<file path="src/rtl/pgr_pkg.sv">
// Package of the gain ramp block: widths, register indexes, defaults and
// the control struct passed to the ramp index unit. No dependencies.
package pgr_pkg;

    localparam int GAIN_W     = 16;  // unsigned Q2.14 gain
    localparam int GAIN_FRAC  = 14;
    localparam int STEPS_W    = 11;
    localparam int CFG_IDX_W  = 1;
    localparam int CFG_DATA_W = 16;

    localparam int DEF_MAX_RAMP_STEPS = 1024;
    localparam int DEF_SAMPLE_WIDTH   = 16;

    // Register indexes
    localparam logic [CFG_IDX_W-1:0] CFG_STEP_GAIN  = 1'b0;
    localparam logic [CFG_IDX_W-1:0] CFG_STEP_COUNT = 1'b1;

    localparam logic [GAIN_W-1:0]  STEP_GAIN_RST  = 16'd0;
    localparam logic [STEPS_W-1:0] STEP_COUNT_RST = 11'd1;

    typedef struct packed {
        logic tag_load;  // request with a tag accepted this cycle
        logic tag_on;    // tag value: ramp up when set
        logic advance;   // result handed on: step the ramp
    } ramp_ctrl_t;

endpackage

</file>
<file path="src/rtl/pgr_mul.sv">
// Shared signed-by-unsigned multiplier with a registered product.
// Depends on pgr_pkg.
module pgr_mul
    import pgr_pkg::*;
#(
    parameter int A_W = DEF_SAMPLE_WIDTH
) (
    input  logic                     aclk,
    input  logic                     en,
    input  logic signed [A_W-1:0]    op_a,
    input  logic [GAIN_W-1:0]        op_b,
    output logic signed [A_W+GAIN_W:0] prod
);

    logic signed [A_W+GAIN_W:0] prod_reg;
    logic signed [A_W+GAIN_W:0] prod_next;

    assign prod_next = op_a * $signed({1'b0, op_b});

    always_ff @(posedge aclk) begin
        if (en) begin
            prod_reg <= prod_next;
        end
    end

    assign prod = prod_reg;

endmodule

</file>
<file path="src/rtl/pgr_ramp.sv">
// Ramp index and direction flags: tag handling and per-sample stepping.
// Depends on pgr_pkg.
module pgr_ramp
    import pgr_pkg::*;
#(
    parameter int MAX_RAMP_STEPS = DEF_MAX_RAMP_STEPS,
    parameter int IDX_W          = $clog2(MAX_RAMP_STEPS + 1)
) (
    input  logic               aclk,
    input  logic               aresetn,
    input  logic [STEPS_W-1:0] step_count,
    input  ramp_ctrl_t         ctrl,
    output logic [IDX_W-1:0]   ramp_index
);

    localparam int CW = (IDX_W > STEPS_W) ? IDX_W : STEPS_W;
    localparam logic [CW-1:0] MAX_CW = CW'(MAX_RAMP_STEPS);

    logic [CW-1:0]    steps_ext;
    logic [CW-1:0]    steps_cw;
    logic [IDX_W-1:0] steps;
    logic [IDX_W-1:0] index_reg, index_next, idx_adv;
    logic             up_reg, up_next, up_adv;
    logic             down_reg, down_next, down_adv;

    // Clamp the step count into 1 .. MAX_RAMP_STEPS
    always_comb begin
        steps_ext = CW'(step_count);
        if (steps_ext == '0) begin
            steps_cw = CW'(1);
        end else if (steps_ext > MAX_CW) begin
            steps_cw = MAX_CW;
        end else begin
            steps_cw = steps_ext;
        end
        steps = IDX_W'(steps_cw);
    end

    // Advance after the previous result, then let a new tag override
    always_comb begin
        idx_adv  = index_reg;
        up_adv   = up_reg;
        down_adv = down_reg;
        if (ctrl.advance) begin
            if (up_reg) begin
                if (index_reg < steps) begin
                    idx_adv = index_reg + 1'b1;
                end
                if (idx_adv >= steps) begin
                    up_adv = 1'b0;
                end
            end else if (down_reg) begin
                if (index_reg != '0) begin
                    idx_adv = index_reg - 1'b1;
                end
                if (idx_adv == '0) begin
                    down_adv = 1'b0;
                end
            end
        end

        index_next = idx_adv;
        up_next    = up_adv;
        down_next  = down_adv;
        if (ctrl.tag_load) begin
            if (ctrl.tag_on) begin
                index_next = IDX_W'(1);
                if (steps > IDX_W'(1)) begin
                    up_next = 1'b1;
                end
            end else begin
                index_next = steps - 1'b1;
                if (steps > IDX_W'(1)) begin
                    down_next = 1'b1;
                end
            end
        end
    end

    always_ff @(posedge aclk) begin
        if (!aresetn) begin
            index_reg <= '0;
            up_reg    <= 1'b0;
            down_reg  <= 1'b0;
        end else begin
            index_reg <= index_next;
            up_reg    <= up_next;
            down_reg  <= down_next;
        end
    end

    assign ramp_index = index_reg;

endmodule

</file>
<file path="src/rtl/pa_gain_ramp.sv">
// Top level of the power amplifier gain ramp: sequencer, configuration
// registers and output register. Depends on pgr_pkg, pgr_mul, pgr_ramp.
//
//  channel   group                      payload
//  --------  -------------------------  --------------------------------------
//  input     s_tvalid/s_tready          s_tdata: sample_i, sample_q
//                                       s_tuser: tag_valid, tag_on
//  output    m_tvalid/m_tready          m_tdata: out_i, out_q
//  config    cfg_we/cfg_idx/cfg_wdata   step_gain (0), step count (1)
//
// Each sample passes the one shared multiplier three times (index times
// step gain, I times gain, Q times gain); the next request is taken in the
// cycle its predecessor moves to the output register, and not before.
// Reset is synchronous, active low, and clears the sequencer, ramp state,
// output valid and the registers (step_gain 0, step count 1).
// A stall on m_tready holds the finished sample in the last cycle of work.
module pa_gain_ramp
    import pgr_pkg::*;
#(
    parameter int MAX_RAMP_STEPS = DEF_MAX_RAMP_STEPS,
    parameter int SAMPLE_WIDTH   = DEF_SAMPLE_WIDTH,
    localparam int TDATA_W       = ((2 * SAMPLE_WIDTH + 7) / 8) * 8
) (
    input  logic                  aclk,
    input  logic                  aresetn,

    input  logic                  cfg_we,
    input  logic [CFG_IDX_W-1:0]  cfg_idx,
    input  logic [CFG_DATA_W-1:0] cfg_wdata,

    input  logic                  s_tvalid,
    output logic                  s_tready,
    input  logic [TDATA_W-1:0]    s_tdata,   // sample_i, sample_q
    input  logic [1:0]            s_tuser,   // tag_valid, tag_on

    output logic                  m_tvalid,
    input  logic                  m_tready,
    output logic [TDATA_W-1:0]    m_tdata    // out_i, out_q
);

    localparam int IDX_W = $clog2(MAX_RAMP_STEPS + 1);
    localparam int A_W   = (SAMPLE_WIDTH > IDX_W + 1) ? SAMPLE_WIDTH : IDX_W + 1;
    localparam int P_W   = A_W + GAIN_W + 1;
    localparam int SH_W  = P_W - GAIN_FRAC;
    localparam int HI_W  = SH_W - SAMPLE_WIDTH + 1;

    localparam logic signed [SAMPLE_WIDTH-1:0] SAMP_MAX = {1'b0, {(SAMPLE_WIDTH-1){1'b1}}};
    localparam logic signed [SAMPLE_WIDTH-1:0] SAMP_MIN = {1'b1, {(SAMPLE_WIDTH-1){1'b0}}};

    // Sequencer codes
    localparam logic [2:0] ST_IDLE  = 3'd0;
    localparam logic [2:0] ST_GAIN  = 3'd1;  // index times step gain
    localparam logic [2:0] ST_MUL_I = 3'd2;  // saturate gain, I times gain
    localparam logic [2:0] ST_MUL_Q = 3'd3;  // Q times gain, keep I result
    localparam logic [2:0] ST_OUT   = 3'd4;  // hand result on

    logic [2:0] state_reg, state_next;

    logic [GAIN_W-1:0]  step_gain_reg;
    logic [STEPS_W-1:0] step_count_reg;

    logic signed [SAMPLE_WIDTH-1:0] samp_i_reg, samp_q_reg;
    logic signed [SAMPLE_WIDTH-1:0] out_i_reg;
    logic [GAIN_W-1:0]              gain_reg;

    logic               m_tvalid_reg, m_tvalid_next;
    logic [TDATA_W-1:0] m_tdata_reg;

    logic s_accept;
    logic out_free;
    logic out_push;

    logic                    mul_en;
    logic signed [A_W-1:0]   op_a;
    logic [GAIN_W-1:0]       op_b;
    logic signed [P_W-1:0]   prod;

    logic [GAIN_W-1:0]              gain_sat;
    logic signed [SH_W-1:0]         shifted;
    logic [HI_W-1:0]                shifted_hi;
    logic signed [SAMPLE_WIDTH-1:0] samp_sat;

    logic [IDX_W-1:0] ramp_index;
    ramp_ctrl_t       ramp_ctrl;

    // Handshake: take a request when idle, or when the finished sample
    // leaves in this same cycle
    assign out_free = !m_tvalid_reg || m_tready;
    assign out_push = (state_reg == ST_OUT) && out_free;
    assign s_tready = (state_reg == ST_IDLE) || out_push;
    assign s_accept = s_tvalid && s_tready;

    // Configuration writes
    always_ff @(posedge aclk) begin
        if (!aresetn) begin
            step_gain_reg  <= STEP_GAIN_RST;
            step_count_reg <= STEP_COUNT_RST;
        end else if (cfg_we) begin
            unique case (cfg_idx)
                CFG_STEP_GAIN:  step_gain_reg  <= cfg_wdata;
                CFG_STEP_COUNT: step_count_reg <= cfg_wdata[STEPS_W-1:0];
                default: ;
            endcase
        end
    end

    // Ramp state: tag on the request, step once the result is handed on
    assign ramp_ctrl.tag_load = s_accept && s_tuser[0];
    assign ramp_ctrl.tag_on   = s_tuser[1];
    assign ramp_ctrl.advance  = out_push;

    pgr_ramp #(
        .MAX_RAMP_STEPS(MAX_RAMP_STEPS),
        .IDX_W         (IDX_W)
    ) u_ramp (
        .aclk      (aclk),
        .aresetn   (aresetn),
        .step_count(step_count_reg),
        .ctrl      (ramp_ctrl),
        .ramp_index(ramp_index)
    );

    // Gain saturates at full scale of Q2.14; the gain product is never negative
    assign gain_sat = (prod[P_W-1:GAIN_W] != '0) ? '1 : prod[GAIN_W-1:0];

    // Drop 14 fraction bits (floor), then clip to the signed sample range
    assign shifted    = prod[P_W-1:GAIN_FRAC];
    assign shifted_hi = shifted[SH_W-1:SAMPLE_WIDTH-1];
    always_comb begin
        if ((&shifted_hi) || !(|shifted_hi)) begin
            samp_sat = shifted[SAMPLE_WIDTH-1:0];
        end else if (shifted[SH_W-1]) begin
            samp_sat = SAMP_MIN;
        end else begin
            samp_sat = SAMP_MAX;
        end
    end

    // Operand selection for the shared multiplier
    always_comb begin
        mul_en = 1'b0;
        op_a   = '0;
        op_b   = '0;
        unique case (state_reg)
            ST_GAIN: begin
                mul_en = 1'b1;
                op_a   = A_W'(ramp_index);
                op_b   = step_gain_reg;
            end
            ST_MUL_I: begin
                mul_en = 1'b1;
                op_a   = A_W'(samp_i_reg);
                op_b   = gain_sat;
            end
            ST_MUL_Q: begin
                mul_en = 1'b1;
                op_a   = A_W'(samp_q_reg);
                op_b   = gain_reg;
            end
            default: ;
        endcase
    end

    pgr_mul #(
        .A_W(A_W)
    ) u_mul (
        .aclk(aclk),
        .en  (mul_en),
        .op_a(op_a),
        .op_b(op_b),
        .prod(prod)
    );

    // Sequencer
    always_comb begin
        state_next = state_reg;
        unique case (state_reg)
            ST_IDLE:  if (s_accept) state_next = ST_GAIN;
            ST_GAIN:  state_next = ST_MUL_I;
            ST_MUL_I: state_next = ST_MUL_Q;
            ST_MUL_Q: state_next = ST_OUT;
            ST_OUT: begin
                if (out_free) begin
                    state_next = s_accept ? ST_GAIN : ST_IDLE;
                end
            end
            default:  state_next = ST_IDLE;
        endcase
    end

    always_ff @(posedge aclk) begin
        if (!aresetn) begin
            state_reg <= ST_IDLE;
        end else begin
            state_reg <= state_next;
        end
    end

    // Sample and intermediate payload
    always_ff @(posedge aclk) begin
        if (s_accept) begin
            samp_i_reg <= s_tdata[SAMPLE_WIDTH-1:0];
            samp_q_reg <= s_tdata[2*SAMPLE_WIDTH-1:SAMPLE_WIDTH];
        end
        if (state_reg == ST_MUL_I) begin
            gain_reg <= gain_sat;
        end
        if (state_reg == ST_MUL_Q) begin
            out_i_reg <= samp_sat;
        end
    end

    // Output register: hold under stall, drop valid once taken
    always_comb begin
        if (out_push) begin
            m_tvalid_next = 1'b1;
        end else if (m_tready) begin
            m_tvalid_next = 1'b0;
        end else begin
            m_tvalid_next = m_tvalid_reg;
        end
    end

    always_ff @(posedge aclk) begin
        if (!aresetn) begin
            m_tvalid_reg <= 1'b0;
        end else begin
            m_tvalid_reg <= m_tvalid_next;
        end
    end

    always_ff @(posedge aclk) begin
        if (out_push) begin
            m_tdata_reg <= TDATA_W'({samp_sat, out_i_reg});
        end
    end

    assign m_tvalid = m_tvalid_reg;
    assign m_tdata  = m_tdata_reg;

endmodule

</file>
<file path="config.mk">
export PLATFORM = sky130hd
export DESIGN_NAME = pa_gain_ramp
export DESIGN_NICKNAME = d
export VERILOG_FILES = /design/src/rtl/pgr_pkg.sv /design/src/rtl/pgr_mul.sv /design/src/rtl/pgr_ramp.sv /design/src/rtl/pa_gain_ramp.sv
export SDC_FILE = /design/constraint.sdc
export NUM_CORES = 1
export LEC_CHECK = 0
export ABC_AREA = 1
export BUFFER_PORTS_ARGS = -buffer_cell sky130_fd_sc_hd__buf_2
export CORE_UTILIZATION = 70
export CTS_BUF_LIST = sky130_fd_sc_hd__clkbuf_4
export CTS_CLUSTER_SIZE = 28
export DETAILED_ROUTE_END_ITERATION = 12
export PLACE_DENSITY = 0.95
export SKIP_CTS_REPAIR_TIMING = 1
export SLEW_MARGIN = 15
export SYNTH_ARGS = -nofsm -noshare
export SYNTH_HDL_FRONTEND = slang
export SYNTH_SLANG_ARGS = --single-unit
export TNS_END_PERCENT = 20
</file>
<file path="constraint.sdc">
create_clock -name aclk -period 18.2 [get_ports aclk]
set_clock_uncertainty 0.05 [all_clocks]
set_input_delay 0.91 -clock aclk [delete_from_list [all_inputs] [get_ports aclk]]
set_output_delay 0.91 -clock aclk [all_outputs]
set_load 0.02 [all_outputs]
</file>
==> metrics <==
Clock Pin Slew Worst Setup and Hold Paths 190 ps; Root Buffer clkbuf_4; initial DRC count 1426; highest clock rate 124.0 MHz; DR DRC count 0; # fillers 1671; largest net degree at the start of global routing 45; Net Count, Synth between 2000 and 2500; Final WS setup 10130 ps; top cells by area, synth fa_1 (23%), edfxtp_1 (23%), ha_1 (11%); Mapped Area 16800 sq um; Die W approximately 160 um; Yosys cell types 56; die height 156.9 um; per-cell routed wire length roughly 20 um; full die area ~25000 sq um; EDFF count, synth around 130; DR vias/cell around 6; M1 wire length around 17000 um; Post-synth top flop edfxtp_1; Ports 90; placed cells 2250; Layout Nets roughly 2300; area grow syn2layout 6.195%; PortBufs a little under 90; Worst VDD drop 0.07500 mV; Routed WL between 40000 and 50000 um; HP Start out_i_reg[9]; ys async rst share 0; max reg flops 33; Initial Utilization 0.7138; number of buffers created by CTS 17; Worst setup startpoint u_mul.prod[30]; Detailed Place HPWL approximately 36000 um; share of cells above drive strength 1 0.1044; Slew HR 0.1708; final hold vios 0; largest area contributor in the netlist fa_1; antenna violations before repair 1; Pre-antenna DRT Iters 7; cell count of the worst reg-to-reg path 27; Vias 13680; Clock Latency Late Sink slightly above 600 ps; register area share after synthesis 0.2829; RR Endpoint u_mul.prod[25]; CTS tree done; Clock Sinks roughly 170; routability cong. 1.055; Hold Path Depth 0; antenna-violating nets left 0; min Tclk post-route 8066 ps; CORE AREA 23540 sq um; Power Dens Cells between 70 and 80 nW/um^2; FP Rows 56; Worst Hold Class reg -> reg; GRT Residual Overflow 0; Synth warnings 0; count leader, synth inv_1; # H-tree levels 4; FF+latch count, synth 173; Mean Syn Cell Area around 9.0 sq um; Crit Path Max Fanout 15; Leakage 8.712 nW; TNS Setup 0 ps; DR WL met3 4395 um; final hold slack about 380 ps; worst endpoint data arrival time 8470 ps; final slew viol count 0; status finished clean; MaxCap Viol Count 0; Worst setup SP type register; first-pass GRT wire length 72330 um; Tightest Pin Transition 1241 ps; Finished Layout Cells 2283; Critical Path Sink Type register; metal2 WL around 21000 um; R2R Path Start u_mul.prod[30]; DR top layer met4; vias in the first global route between 10000 and 15000; Post-synth top cells inv_1 (360), nand2_1 (272), nor2_1 (264); Setup violations, final 0; Setup crit end u_mul.prod[25]; reg-to-reg slack, setup slightly above 10000 ps; pre-CTS setup slack 10350 ps; Max Root-Sink Buffers 2; GRT Total Usage 0.3936; worst endpoint required time 18600 ps; Setup CP Type reg -> reg; Cells after Synth approximately 1900; Synth top area share 0.2311; final worst path period share 0.4432; RSZ-0062 raised after global routing no; Total Power 0.001391 W
## power breakdown
group	internal, W	switching, W	total, W
clock	0.0000672	0.000173	0.000241
combinational	0.000206	0.000435	0.000641
sequential	0.000485	0.0000244	0.000509
## critical path, stage by stage (launching register included)
cell and delay [ps]:
edfxtp_1 460, nor2_2 150, nand3_1 90, nor4_2 210, nand2_1 310, or2_1 360, a21boi_1 930, inv_1 350
nand2_1 220, fa_1 470, fa_1 550, fa_1 540, inv_1 70, fa_1 500, fa_1 490, inv_1 50
fa_1 470, inv_1 40, ha_1 380, nand2_1 140, nor2_1 250, inv_1 70, a21oi_1 120, nor2_1 50
nand2_1 110, a21oi_1 100, o21bai_1 170, xor2_1 190
## logic make-up after synthesis
logic type	Yosys count	synth area share
AO/OA/AOI/OAI	244	0.09419
XOR/XNOR	53	0.02762
adder cells (fa/ha/maj)	339	0.3391
buffers and inverters	429	0.09999
flip-flops	173	0.2829
AND/OR/NAND/NOR	637	0.1562
## metrics by stage
step                utilization  area [sq um]
global route             0.7580         17850
CTS                      0.7579         17840
global placement         0.7444         17530
finish                   0.7580         17850
floorplan                     -         16800
detailed placement       0.7446         17530
## worst min path at each step
stage | end | slack [ps]
after global placement | m_tdata[13] | 350
after floorplan | m_tdata[0] | 350
final | m_tdata[9] | 380
after CTS | samp_i_reg[4] | 380
after detailed placement | m_tdata[13] | 350
after global routing | samp_i_reg[15] | 370
## cell type report
cell class                      count  area (sq um)  area share
Sequential cell                   173          4755      0.2664
Antenna cell                        1         2.502   0.0001402
Timing Repair Buffer              101         535.5     0.03001
Tap cell                          319         399.1     0.02237
Inverter                          384          1444     0.08091
Multi-Input combinational cell   1273         10400      0.5826
Clock buffer                       17         127.6    0.007151
Clock inverter                     15         186.4     0.01045
## metal layers
metal  vias up  global-route usage
met5         -                   0
met4         0              0.2530
met3       219             0.08673
met2       849              0.6290
met1      6542              0.4863
li1       6067                   -
## cells in the final DEF (no fill, tap or decap), types with 5 or more instances in the layout
master	n
o21ai_1	11
dfxtp_1	44
or2_4	6
a22oi_1	16
nor2_2	8
nor4_1	5
a221oi_2	5
nor2_1	261
buf_4	12
clkinv_1	7
o21ai_0	87
nor3_1	10
a21oi_1	76
ha_1	145
nand3_1	36
a21o_1	6
nand2_1	272
clkbuf_4	17
or2_2	5
nand4_1	17
fa_1	194
xor2_1	45
a21boi_2	7
edfxtp_1	129
a21boi_4	6
inv_2	16
buf_2	89
xnor2_1	8
inv_1	360
(Power assumes the default switching activity.)
